`src/scpw_pkg.sv`:
```
package scpw_pkg;

   localparam int unsigned FIFO_DEPTH_DEFAULT = 2;

   localparam logic [1:0] REQ_ACCESS = 2'd0;
   localparam logic [1:0] REQ_DIR    = 2'd1;
   localparam logic [1:0] REQ_TBL    = 2'd2;
   localparam logic [1:0] REQ_UNUSED = 2'd3;

   localparam logic [1:0] KIND_READ  = 2'd0;
   localparam logic [1:0] KIND_WRITE = 2'd1;
   localparam logic [1:0] KIND_EXEC  = 2'd2;
   localparam logic [1:0] KIND_ALIAS = 2'd3;

   localparam logic [1:0] RES_REQ   = 2'd0;
   localparam logic [1:0] RES_ADDR  = 2'd1;
   localparam logic [1:0] RES_FAULT = 2'd2;

   localparam logic [1:0] FK_NONE = 2'd0;
   localparam logic [1:0] FK_GP   = 2'd1;
   localparam logic [1:0] FK_SS   = 2'd2;
   localparam logic [1:0] FK_PF   = 2'd3;

   localparam logic CSR_PAGING_ENABLE  = 1'b0;
   localparam logic CSR_PAGE_DIR_FRAME = 1'b1;

   localparam logic [11:0] PAGE_MASK_LOW = 12'hfff;
   localparam logic [31:0] UPPER_SMALL   = 32'h0000_ffff;
   localparam logic [31:0] UPPER_BIG     = 32'hffff_ffff;

   // word carries the linear address for an access, the entry for a reply
   typedef struct packed {
      logic [1:0]  req_type;
      logic [1:0]  seg_fault;
      logic [1:0]  kind;
      logic [1:0]  cpl;
      logic [31:0] word;
   } cmd_type;

   typedef struct packed {
      logic [1:0]  result_kind;
      logic [31:0] address;
      logic [1:0]  fault_kind;
      logic [2:0]  error_code;
      logic [31:0] fault_address;
   } rsp_type;

   typedef struct packed {
      logic        paging_enable;
      logic [19:0] page_dir_frame;
   } cfg_type;

endpackage

```
`src/scpw_fifo.sv`:
```
module scpw_fifo #(
   parameter int unsigned WIDTH = 8,
   parameter int unsigned DEPTH = scpw_pkg::FIFO_DEPTH_DEFAULT
) (
   input  logic             clock,
   input  logic             reset,
   input  logic             push,
   input  logic [WIDTH-1:0] push_data,
   output logic             full,
   input  logic             pop,
   output logic [WIDTH-1:0] pop_data,
   output logic             empty
);

   localparam int unsigned PTR_W = (DEPTH > 1) ? $clog2(DEPTH) : 1;
   localparam int unsigned CNT_W = $clog2(DEPTH + 1);
   localparam logic [PTR_W-1:0] LAST_PTR = PTR_W'(DEPTH - 1);

   logic [WIDTH-1:0] mem_ff [DEPTH];
   logic [PTR_W-1:0] wr_ptr_ff, wr_ptr_in;
   logic [PTR_W-1:0] rd_ptr_ff, rd_ptr_in;
   logic [CNT_W-1:0] count_ff, count_in;
   logic             do_push, do_pop;

   assign full     = (count_ff == CNT_W'(DEPTH));
   assign empty    = (count_ff == '0);
   assign do_push  = push && !full;
   assign do_pop   = pop && !empty;
   assign pop_data = mem_ff[rd_ptr_ff];

   always_comb begin
      wr_ptr_in = wr_ptr_ff;
      rd_ptr_in = rd_ptr_ff;
      count_in  = count_ff;
      if (do_push) begin
         wr_ptr_in = (wr_ptr_ff == LAST_PTR) ? '0 : wr_ptr_ff + PTR_W'(1);
      end
      if (do_pop) begin
         rd_ptr_in = (rd_ptr_ff == LAST_PTR) ? '0 : rd_ptr_ff + PTR_W'(1);
      end
      if (do_push && !do_pop) begin
         count_in = count_ff + CNT_W'(1);
      end else if (do_pop && !do_push) begin
         count_in = count_ff - CNT_W'(1);
      end
   end

   always_ff @(posedge clock) begin
      if (reset) begin
         wr_ptr_ff <= '0;
         rd_ptr_ff <= '0;
         count_ff  <= '0;
      end else begin
         wr_ptr_ff <= wr_ptr_in;
         rd_ptr_ff <= rd_ptr_in;
         count_ff  <= count_in;
      end
   end

   always_ff @(posedge clock) begin
      if (do_push) begin
         mem_ff[wr_ptr_ff] <= push_data;
      end
   end

endmodule

```
`src/scpw_front.sv`:
```
module scpw_front (
   input  logic              push,
   input  logic              cmd_full,
   input  logic [1:0]        req_type,
   input  logic [1:0]        req_access_kind,
   input  logic [31:0]       req_offset,
   input  logic [31:0]       req_seg_base,
   input  logic [19:0]       req_seg_limit,
   input  logic [15:0]       req_seg_attrs,
   input  logic [1:0]        req_selector_rpl,
   input  logic              req_is_stack_segment,
   input  logic [1:0]        req_current_privilege,
   input  logic [31:0]       req_mem_data,
   output logic              cmd_push,
   output scpw_pkg::cmd_type cmd_data
);

   logic        sbit, exec, rw, bit2, big, gran;
   logic [1:0]  dpl, kind;
   logic [31:0] eff_limit, upper;
   logic        type_fail, lim_fail, priv_fail;
   logic [1:0]  seg_fault;

   assign sbit = req_seg_attrs[4];
   assign exec = req_seg_attrs[3];
   assign bit2 = req_seg_attrs[2];
   assign rw   = req_seg_attrs[1];
   assign big  = req_seg_attrs[14];
   assign gran = req_seg_attrs[15];
   assign dpl  = req_seg_attrs[6:5];

   assign kind = (req_access_kind == scpw_pkg::KIND_ALIAS) ? scpw_pkg::KIND_READ
                                                          : req_access_kind;

   assign eff_limit = gran ? {req_seg_limit, scpw_pkg::PAGE_MASK_LOW}
                           : {12'd0, req_seg_limit};
   assign upper = big ? scpw_pkg::UPPER_BIG : scpw_pkg::UPPER_SMALL;

   always_comb begin
      if (exec) begin
         type_fail = (kind == scpw_pkg::KIND_WRITE) ||
                     ((kind == scpw_pkg::KIND_READ) && !rw);
      end else begin
         type_fail = (kind == scpw_pkg::KIND_EXEC) ||
                     ((kind == scpw_pkg::KIND_WRITE) && !rw);
      end
      // expand-down data segment
      if (!exec && bit2) begin
         lim_fail = !((req_offset > eff_limit) && (req_offset <= upper));
      end else begin
         lim_fail = (req_offset > eff_limit);
      end
      // conforming code skips the privilege test
      priv_fail = !(exec && bit2) &&
                  ((dpl < req_current_privilege) || (dpl < req_selector_rpl));
      priority if (!sbit) begin
         seg_fault = scpw_pkg::FK_NONE;
      end else if (type_fail) begin
         seg_fault = scpw_pkg::FK_GP;
      end else if (lim_fail) begin
         seg_fault = req_is_stack_segment ? scpw_pkg::FK_SS : scpw_pkg::FK_GP;
      end else if (priv_fail) begin
         seg_fault = scpw_pkg::FK_GP;
      end else begin
         seg_fault = scpw_pkg::FK_NONE;
      end
   end

   assign cmd_push = push && !cmd_full && (req_type != scpw_pkg::REQ_UNUSED);

   always_comb begin
      cmd_data.req_type  = req_type;
      cmd_data.seg_fault = seg_fault;
      cmd_data.kind      = kind;
      cmd_data.cpl       = req_current_privilege;
      cmd_data.word      = (req_type == scpw_pkg::REQ_ACCESS) ? req_seg_base + req_offset
                                                              : req_mem_data;
   end

endmodule

```
`src/scpw_back.sv`:
```
module scpw_back (
   input  logic              clock,
   input  logic              reset,
   input  scpw_pkg::cfg_type cfg,
   input  logic              cmd_empty,
   input  scpw_pkg::cmd_type cmd_data,
   output logic              cmd_pop,
   input  logic              rsp_full,
   output logic              rsp_push,
   output scpw_pkg::rsp_type rsp_data
);

   typedef enum logic [1:0] {
      PH_IDLE,
      PH_DIR,
      PH_TBL
   } phase_type;

   phase_type   phase_ff, phase_in;
   logic [31:0] pending_linear_ff, pending_linear_in;
   logic [1:0]  pending_kind_ff, pending_kind_in;
   logic [1:0]  pending_cpl_ff, pending_cpl_in;
   logic [31:0] dir_entry_ff, dir_entry_in;
   logic [31:0] last_fault_ff, last_fault_in;
   logic        fire, emit;
   logic        is_write, is_user, user_page, writable;
   logic [31:0] word;

   assign fire    = !cmd_empty && !rsp_full;
   assign cmd_pop = fire;
   assign word    = cmd_data.word;

   assign is_write  = (pending_kind_ff == scpw_pkg::KIND_WRITE);
   assign is_user   = (pending_cpl_ff == 2'd3);
   assign user_page = dir_entry_ff[2] && word[2];
   assign writable  = dir_entry_ff[1] && word[1];

   always_comb begin
      phase_in          = phase_ff;
      pending_linear_in = pending_linear_ff;
      pending_kind_in   = pending_kind_ff;
      pending_cpl_in    = pending_cpl_ff;
      dir_entry_in      = dir_entry_ff;
      last_fault_in     = last_fault_ff;
      emit              = 1'b0;
      rsp_data.result_kind   = scpw_pkg::RES_FAULT;
      rsp_data.address       = '0;
      rsp_data.fault_kind    = scpw_pkg::FK_NONE;
      rsp_data.error_code    = '0;
      rsp_data.fault_address = last_fault_ff;
      if (fire) begin
         priority if (cmd_data.req_type == scpw_pkg::REQ_ACCESS) begin
            emit     = 1'b1;
            phase_in = PH_IDLE;
            priority if (cmd_data.seg_fault != scpw_pkg::FK_NONE) begin
               rsp_data.fault_kind = cmd_data.seg_fault;
            end else if (!cfg.paging_enable) begin
               rsp_data.result_kind = scpw_pkg::RES_ADDR;
               rsp_data.address     = word;
            end else begin
               pending_linear_in    = word;
               pending_kind_in      = cmd_data.kind;
               pending_cpl_in       = cmd_data.cpl;
               phase_in             = PH_DIR;
               rsp_data.result_kind = scpw_pkg::RES_REQ;
               rsp_data.address     = {cfg.page_dir_frame, word[31:22], 2'b00};
            end
         end else if ((cmd_data.req_type == scpw_pkg::REQ_DIR) && (phase_ff == PH_DIR)) begin
            emit         = 1'b1;
            dir_entry_in = word;
            if (!word[0]) begin
               last_fault_in          = pending_linear_ff;
               phase_in               = PH_IDLE;
               rsp_data.fault_kind    = scpw_pkg::FK_PF;
               rsp_data.error_code    = {is_user, is_write, 1'b0};
               rsp_data.fault_address = pending_linear_ff;
            end else begin
               phase_in             = PH_TBL;
               rsp_data.result_kind = scpw_pkg::RES_REQ;
               rsp_data.address     = {word[31:12], pending_linear_ff[21:12], 2'b00};
            end
         end else if ((cmd_data.req_type == scpw_pkg::REQ_TBL) && (phase_ff == PH_TBL)) begin
            emit     = 1'b1;
            phase_in = PH_IDLE;
            priority if (!word[0] || !dir_entry_ff[0]) begin
               last_fault_in          = pending_linear_ff;
               rsp_data.fault_kind    = scpw_pkg::FK_PF;
               rsp_data.error_code    = {is_user, is_write, 1'b0};
               rsp_data.fault_address = pending_linear_ff;
            end else if (is_user && !user_page) begin
               last_fault_in          = pending_linear_ff;
               rsp_data.fault_kind    = scpw_pkg::FK_PF;
               rsp_data.error_code    = {1'b1, is_write, 1'b1};
               rsp_data.fault_address = pending_linear_ff;
            end else if (is_user && is_write && !writable) begin
               last_fault_in          = pending_linear_ff;
               rsp_data.fault_kind    = scpw_pkg::FK_PF;
               rsp_data.error_code    = 3'b111;
               rsp_data.fault_address = pending_linear_ff;
            end else begin
               rsp_data.result_kind = scpw_pkg::RES_ADDR;
               rsp_data.address     = {word[31:12], pending_linear_ff[11:0]};
            end
         end else begin
            emit = 1'b0;
         end
      end
   end

   assign rsp_push = emit;

   always_ff @(posedge clock) begin
      if (reset) begin
         phase_ff          <= PH_IDLE;
         pending_linear_ff <= '0;
         pending_kind_ff   <= '0;
         pending_cpl_ff    <= '0;
         dir_entry_ff      <= '0;
         last_fault_ff     <= '0;
      end else begin
         phase_ff          <= phase_in;
         pending_linear_ff <= pending_linear_in;
         pending_kind_ff   <= pending_kind_in;
         pending_cpl_ff    <= pending_cpl_in;
         dir_entry_ff      <= dir_entry_in;
         last_fault_ff     <= last_fault_in;
      end
   end

endmodule

```
`src/segment_check_and_page_walk_core.sv`:
```
// channel  | handshake          | beat
// req      | push / full        | one access request or page entry reply
// rsp      | pop / empty        | one read request, translated address or fault
// csr      | csr_we             | one register write, no wait
//
// one req beat is accepted per cycle while full is low; a result passes through the
// command queue and then the result queue before it shows on the rsp ports
// synchronous reset empties both queues, idles the page walk and clears the registers
// full rises while the command queue holds FIFO_DEPTH beats; the walk unit stalls
// only when the result queue is full
module segment_check_and_page_walk_core #(
   parameter int unsigned FIFO_DEPTH = scpw_pkg::FIFO_DEPTH_DEFAULT
) (
   input  logic        clock,
   input  logic        reset,
   input  logic        push,
   output logic        full,
   input  logic [1:0]  req_type,
   input  logic [1:0]  req_access_kind,
   input  logic [31:0] req_offset,
   input  logic [31:0] req_seg_base,
   input  logic [19:0] req_seg_limit,
   input  logic [15:0] req_seg_attrs,
   input  logic [1:0]  req_selector_rpl,
   input  logic        req_is_stack_segment,
   input  logic [1:0]  req_current_privilege,
   input  logic [31:0] req_mem_data,
   output logic        empty,
   input  logic        pop,
   output logic [1:0]  rsp_result_kind,
   output logic [31:0] rsp_address,
   output logic [1:0]  rsp_fault_kind,
   output logic [2:0]  rsp_error_code,
   output logic [31:0] rsp_fault_address,
   input  logic        csr_we,
   input  logic        csr_index,
   input  logic [19:0] csr_wdata
);

   localparam int unsigned CMD_W = $bits(scpw_pkg::cmd_type);
   localparam int unsigned RSP_W = $bits(scpw_pkg::rsp_type);

   scpw_pkg::cfg_type cfg_ff, cfg_in;
   scpw_pkg::cmd_type cmd_push_data, cmd_pop_data;
   scpw_pkg::rsp_type rsp_push_data, rsp_pop_data;
   logic              cmd_push, cmd_pop, cmd_empty;
   logic              rsp_push, rsp_full;

   always_comb begin
      cfg_in = cfg_ff;
      if (csr_we) begin
         unique case (csr_index)
            scpw_pkg::CSR_PAGING_ENABLE:  cfg_in.paging_enable  = csr_wdata[0];
            scpw_pkg::CSR_PAGE_DIR_FRAME: cfg_in.page_dir_frame = csr_wdata;
            default:                      cfg_in = cfg_ff;
         endcase
      end
   end

   always_ff @(posedge clock) begin
      if (reset) begin
         cfg_ff <= '0;
      end else begin
         cfg_ff <= cfg_in;
      end
   end

   scpw_front u_front (
      .push                  (push),
      .cmd_full              (full),
      .req_type              (req_type),
      .req_access_kind       (req_access_kind),
      .req_offset            (req_offset),
      .req_seg_base          (req_seg_base),
      .req_seg_limit         (req_seg_limit),
      .req_seg_attrs         (req_seg_attrs),
      .req_selector_rpl      (req_selector_rpl),
      .req_is_stack_segment  (req_is_stack_segment),
      .req_current_privilege (req_current_privilege),
      .req_mem_data          (req_mem_data),
      .cmd_push              (cmd_push),
      .cmd_data              (cmd_push_data)
   );

   scpw_fifo #(
      .WIDTH (CMD_W),
      .DEPTH (FIFO_DEPTH)
   ) u_cmd_fifo (
      .clock     (clock),
      .reset     (reset),
      .push      (cmd_push),
      .push_data (cmd_push_data),
      .full      (full),
      .pop       (cmd_pop),
      .pop_data  (cmd_pop_data),
      .empty     (cmd_empty)
   );

   scpw_back u_back (
      .clock     (clock),
      .reset     (reset),
      .cfg       (cfg_ff),
      .cmd_empty (cmd_empty),
      .cmd_data  (cmd_pop_data),
      .cmd_pop   (cmd_pop),
      .rsp_full  (rsp_full),
      .rsp_push  (rsp_push),
      .rsp_data  (rsp_push_data)
   );

   scpw_fifo #(
      .WIDTH (RSP_W),
      .DEPTH (FIFO_DEPTH)
   ) u_rsp_fifo (
      .clock     (clock),
      .reset     (reset),
      .push      (rsp_push),
      .push_data (rsp_push_data),
      .full      (rsp_full),
      .pop       (pop),
      .pop_data  (rsp_pop_data),
      .empty     (empty)
   );

   assign rsp_result_kind   = rsp_pop_data.result_kind;
   assign rsp_address       = rsp_pop_data.address;
   assign rsp_fault_kind    = rsp_pop_data.fault_kind;
   assign rsp_error_code    = rsp_pop_data.error_code;
   assign rsp_fault_address = rsp_pop_data.fault_address;

   a_fault_has_kind : assert property (@(posedge clock) disable iff (reset)
      (!empty && (rsp_result_kind == scpw_pkg::RES_FAULT)) |->
         (rsp_fault_kind != scpw_pkg::FK_NONE))
      else $error("fault beat without fault kind");

   a_clean_beat : assert property (@(posedge clock) disable iff (reset)
      (!empty && (rsp_result_kind != scpw_pkg::RES_FAULT)) |->
         ((rsp_fault_kind == scpw_pkg::FK_NONE) && (rsp_error_code == 3'd0)))
      else $error("non-fault beat carries fault bits");

   a_error_only_pf : assert property (@(posedge clock) disable iff (reset)
      (!empty && (rsp_error_code != 3'd0)) |-> (rsp_fault_kind == scpw_pkg::FK_PF))
      else $error("error code outside page fault");

   a_reset_empty : assert property (@(posedge clock)
      reset |=> (empty && !full))
      else $error("queues not empty after reset");

endmodule
```
`config.mk`:
```
export PLATFORM = sky130hd
export DESIGN_NAME = segment_check_and_page_walk_core
export DESIGN_NICKNAME = d
export VERILOG_FILES = /design/src/scpw_pkg.sv /design/src/scpw_fifo.sv /design/src/scpw_front.sv /design/src/scpw_back.sv /design/src/segment_check_and_page_walk_core.sv
export SDC_FILE = /design/constraint.sdc
export NUM_CORES = 1
export LEC_CHECK = 0
export ABC_AREA = 1
export BUFFER_PORTS_ARGS = -buffer_cell sky130_fd_sc_hd__buf_2
export CAP_MARGIN = 20
export CORE_MARGIN = 2
export CORE_UTILIZATION = 52
export CTS_CLUSTER_DIAMETER = 100
export DETAILED_ROUTE_END_ITERATION = 7
export PLACE_DENSITY_LB_ADDON = 0.12
export SYNTH_ARGS = -nofsm -noshare
export SYNTH_HDL_FRONTEND = slang
export SYNTH_HIERARCHICAL = 1
export SYNTH_SLANG_ARGS = --single-unit
```
`constraint.sdc`:
```
create_clock -name clock -period 12.14 [get_ports clock]
set_clock_uncertainty 0.1 [all_clocks]
set_input_delay 2.428 -clock clock [delete_from_list [all_inputs] [get_ports clock]]
set_output_delay 2.428 -clock clock [all_outputs]
set_load 0.02 [all_outputs]
```
Yosys cells after proc, flatten, opt, wreduce, memory -nomap -nowiden
Memories as Yosys holds them, arrays and structs flattened. A register that Yosys moved wholly into a read port is not among the register bits. Cells that the tools add are included.

Bits in registers: 102. RAM bits: 222. Input port bits: 167. Output and inout bits: 73. Word-level logic and storage cells: 165. Memories: 2.

$add $sub $neg: 9. Magnitude comparators: 4. Equal/unequal tests: 13. Mux-type cells: 59. Bitwise logic cells: 3. Reduce and logical (&&, ||, !) cells: 61.

Memories: u_rsp_fifo.mem_ff (depth 2, bits a word 71, read ports 1, clocked after Yosys merged registers in 1, wr ports 1, line scpw_fifo.sv:19) `logic [WIDTH-1:0] mem_ff [DEPTH];`; u_cmd_fifo.mem_ff (depth 2, bits a word 40, read ports 1, clocked after Yosys merged registers in 1, wr ports 1, line scpw_fifo.sv:19).

Operators by type and width (count): $mux 32 (9); $mux 71 (3); $mux 34 (5); $mux 37 (4); $mux 36 (1); $mux 35 (1); $mux 33 (1); $add 32x32->32 (1); $gt 32x32->1 (1); $le 32x32->1 (1); $mux 2 (15); $logic_and 1x1->1 (24); $mux 1 (20); $logic_not 1->1 (16); $eq 2x2->1 const B (7); $logic_not 2->1 (5); $eq 2x1->1 const B (4); $reduce_bool 2->1 (4); $reduce_and 2->1 (3); $reduce_and 5->1 (1); $add 1x1->1 const B (4); $add 2x1->2 const B (2); $logic_or 1x1->1 (4); $lt 2x2->1 (2); other kinds (7) (11).

Longest topological paths before layout
Depth in word-level cells: 11. Depth in mapped cells: 20.

By module
Netlist, hierarchy kept.

By module, submodules not included: scpw_fifo at u_rsp_fifo (times used 1, cells each 258, area each 5724.2 µm²); scpw_back (times used 1, cells each 650, area each 4321.6 µm²); scpw_front (times used 1, cells each 670, area each 3852.4 µm²); scpw_fifo at u_cmd_fifo (times used 1, cells each 161, area each 3135.5 µm²); segment_check_and_page_walk_core (times used 1, cells each 97, area each 785.8 µm²).

Worst setup path after synthesis
Ideal clock, no wire load.

Path type: register to register. Start point: register (tool-made name). End point: memory u_rsp_fifo/mem_ff[0][0] (netlist bit), enable pin. Library setup time: 500 ps. Arrival: 4464 ps. Required time: 11540 ps. Path slack: 7076 ps. Stages on the path, launching flop included: 10. Buffers on the path: 1. Clock period less this slack: 5064 ps. Path through: dfxtp_1 > buf_4 > mux2_2 > nor2_1 > nand3_1 > nand2_1 > o21ai_0 > inv_1 > o21ai_2 > nor2_1.

RTL lines (line): end: declaration (scpw_fifo.sv:19).

==> run_results.csv <==
group,metric,value,unit
pwr,leakage,0.00874,uW
finish,final_common_cell,"nand2_1",
finish,layoutNonFillerInstCount,2520,
yosys,muxShareOfSynthArea,8.94,%
outcome,status,"completed",
worst_setup_path,cp_max_fo,49,
global_route,grtUsageTotal,24.0,%
min_path,min_to,"cfg_ff[11]",
worst_setup_path,critical_path_arrival,2580,ps
clock_tree,clk_pin_slew,60,ps
yosys,synth_nets,2090,
yosys,synthAdderAreaFrac,6.15,%
die,num_io_pins,240,
finish,final_nets,2299,
min_path,hold_class,"flip-flop to flip-flop",
global_route,met1_usage,31.4,%
run,drv_cap,0,
yosys,yosysSeqAreaShare,49.1,%
yosys,synth_area_per_cell,9.71,um^2
timing,rsz0062_at_grt,"false",
global_route,busiest_layer,"met2",
finish,layout-drive-gt1-share,24.1,%
routing,route.vias.total,13300,
pwr,ir_worst_vdd,0.000145,V
die,core,0.0336,mm^2
clock_tree,insertion_delay,510,ps
place,placed_cell_area,0.0192,mm^2
die,die_area,0.0358,mm^2
worst_setup_path,crit_type,"flip-flop to primary output",
yosys,synth_top_area_share,37.4,%
yosys,yosysUniqueCellTypes,62,
timing,hold_viol,0,
clock_tree,cts_buffer_depth,3,
place,dp.cells,2454,
global_route,antenna_found_initial,2,
place,dpl.hpwl,32.6,mm
global_route,grt_pass1_vias,12900,
place,port_buffers,231,
yosys,mappedNetlistArea,0.0178,mm^2
worst_setup_path,worst_setup_path_end_kind,"primary output",
routing,antenna_left,0,
die,fp.dieW,189,um
timing,slew_headroom,30.3,%
timing,period_needed,5110,ps
pwr,power_per_cell_area,168,mW/mm^2
finish,design_area,0.0203,mm^2
pwr,power,3400,uW
worst_setup_path,reg2reg_slack,8360,ps
routing,vias_per_cell,5.28,
clock_tree,root_buffer,"clkbuf_16",
worst_setup_path,crit_required,9610,ps
worst_setup_path,startpoint_type,"flip-flop",
timing,setup_viol,0,
timing,worst_pin_slew,1050,ps
finish,syn_to_final_growth,13.8,%
min_path,hp-start,"cfg_ff[11]",
clock_tree,cts_tree,"built",
finish,final_cell_mix,"nand2_1, buf_2, nor2_1",
clock_tree,hold_buffers,0,
yosys,synth_area_leaders,"edfxtp_1, dfxtp_1, nand2_1, ha_1, mux2_4",
yosys,synth-compound-area-share,9.66,%
routing,drt_pass1_iterations,5,
global_route,grt_overflow,0,
routing,drc,0,
die,dieHeight,189,um
clock_tree,cts_max_level,2,
worst_setup_path,rr_worst_depth,10,
global_route,grtUsageMet2,40.6,%
timing,fin_crit_sh,42.1,%
timing,drv_slew,0,
yosys,yosysWarnings,6,
clock_tree,cts.repair.resized,0,
yosys,synth_seq_cells,326,
die,rows,67,
yosys,synth_top_area_cell,"edfxtp_1",
yosys,synth_top_family_by_area,"simple AND/OR/NAND/NOR gates",
routing,drtIter0Drc,857,
finish,fin_util,60.3,%
global_route,grt_pass1_wl,67.6,mm
routing,avgRoutedWirePerCell,17.2,um
global_route,grt_max_degree,67,
timing,setup_tns,0,ps
global_route,grtUsageMet3,3.50,%
timing,fmax,196,MHz
die,start_util,53.0,%
clock_tree,clock_sinks,326,
yosys,synthSimpleGateAreaFrac,19.1,%
clock_tree,post_cts_buffers,0,
clock_tree,cts_buffers,35,
routing,wl,43.4,mm
yosys,synthCells,1836,
yosys,synth_xor_area_share,0.442,%
place,gp_congestion,0.898,
min_path,worstHoldPathCells,2,
worst_setup_path,reg2reg_to,"u_rsp_fifo/mem_ff[0][48]",
-- cell usage after synthesis, drive strengths merged --
cell and count:
a21oi 163, clkbuf 26, o31ai 1, xnor2 7, or2 9, nor2 235
buf 45, edfxtp 222, a211oi 10, a21boi 5, clkinv 4, o21a 5
o21bai 4, mux2 111, nor3 14, a221oi 1, fa 1, nor4 2
dfxtp 104, nand3 61, nor3b 1, o21ai 87, nand3b 36, mux2i 8
nand4 13, o211ai 4, o221ai 1, and2 2, a21o 3, xor2 2
ha 86, nand2 386, a31oi 2, inv 172, o2111ai 2, o22ai 1
-- worst max path at each step --
stage / to / startpoint / slack [ps] / depth (start not counted)
final: rsp_address[11] / flip-flop / 7030 / 3
after global routing: rsp_address[11] / flip-flop / 6900 / 3
after CTS: rsp_address[11] / flip-flop / 6990 / 3
after detailed placement: u_cmd_fifo/mem_ff[1][37] / req_seg_attrs[15] / 7160 / 13
after global placement: u_cmd_fifo/mem_ff[0][37] / req_seg_attrs[15] / 7270 / 13
after floorplan: u_rsp_fifo/mem_ff[0][0] / flip-flop / 7080 / 9
-- critical path: stages, from the launching register on --
cell and delay, ps:
dfxtp_4 620, buf_4 780, mux2_2 410, buf_2 160
-- stage by stage --
step / hold slack (ps) / setup WS, ps
2_1_floorplan: 329 / 7080
3_3_place_gp: 341 / 7270
3_5_place_dp: 354 / 7160
4_1_cts: 363 / 6990
5_1_grt: 373 / 6900
6_report: 361 / 7030
-- where the power goes --
| group | switching (uW) | leakage [uW] | total [uW] | internal (uW) |
|---|---|---|---|---|
| clock | 411 | 0.000526 | 992 | 581 |
| combinational | 635 | 0.00537 | 1020 | 387 |
| sequential | 50.8 | 0.00284 | 1380 | 1330 |
| total | 1100 | 0.00874 | 3400 | 2300 |
-- sequential cells by signal, summed over array words and instances, names as in the netlist, named ones only --
name                      flops
u_rsp_fifo/wr_ptr_ff          1
u_back/phase_ff               2
u_rsp_fifo/mem_ff           142
u_back/pending_kind_ff        2
cfg_ff                       21
u_cmd_fifo/wr_ptr_ff          1
u_cmd_fifo/rd_ptr_ff          1
u_back/last_fault_ff         32
u_cmd_fifo/count_ff           2
u_back/pending_linear_ff     32
u_back/pending_cpl_ff         2
u_rsp_fifo/rd_ptr_ff          1
u_cmd_fifo/mem_ff            80
u_back/dir_entry_ff           3
u_rsp_fifo/count_ff           2
-- metal layers --
metal,vias up,routed length [um]
met5,-,13
met4,2,1440
met3,100,2220
met2,355,20900
met1,6204,18800
li1,6640,-
-- cell families (layout without fill, tap and decap cells) --
| kind of cell | Yosys count | in the layout |
|---|---|---|
| AOI/OAI and AO/OA | 289 | 289 |
| and+or+nand+nor | 759 | 759 |
| xor gates and xnor gates | 9 | 9 |
| DFF | 326 | 326 |
| muxes | 119 | 119 |
| buffers and inverters | 247 | 482 |
| other | 0 | 1 |
| adders and majority gates | 87 | 87 |
-- cell type report --
type,instances,area (um^2)
multi-input cells,1263,7930
fillers,2979,13300
clock inverters,7,51.3
inverters,176,664
repair buffers,243,1290
well taps,448,561
clock buffers,56,1020
diodes,1,2.50
flip-flops and latches,326,8750
Power figures use the tool's default switching activity.
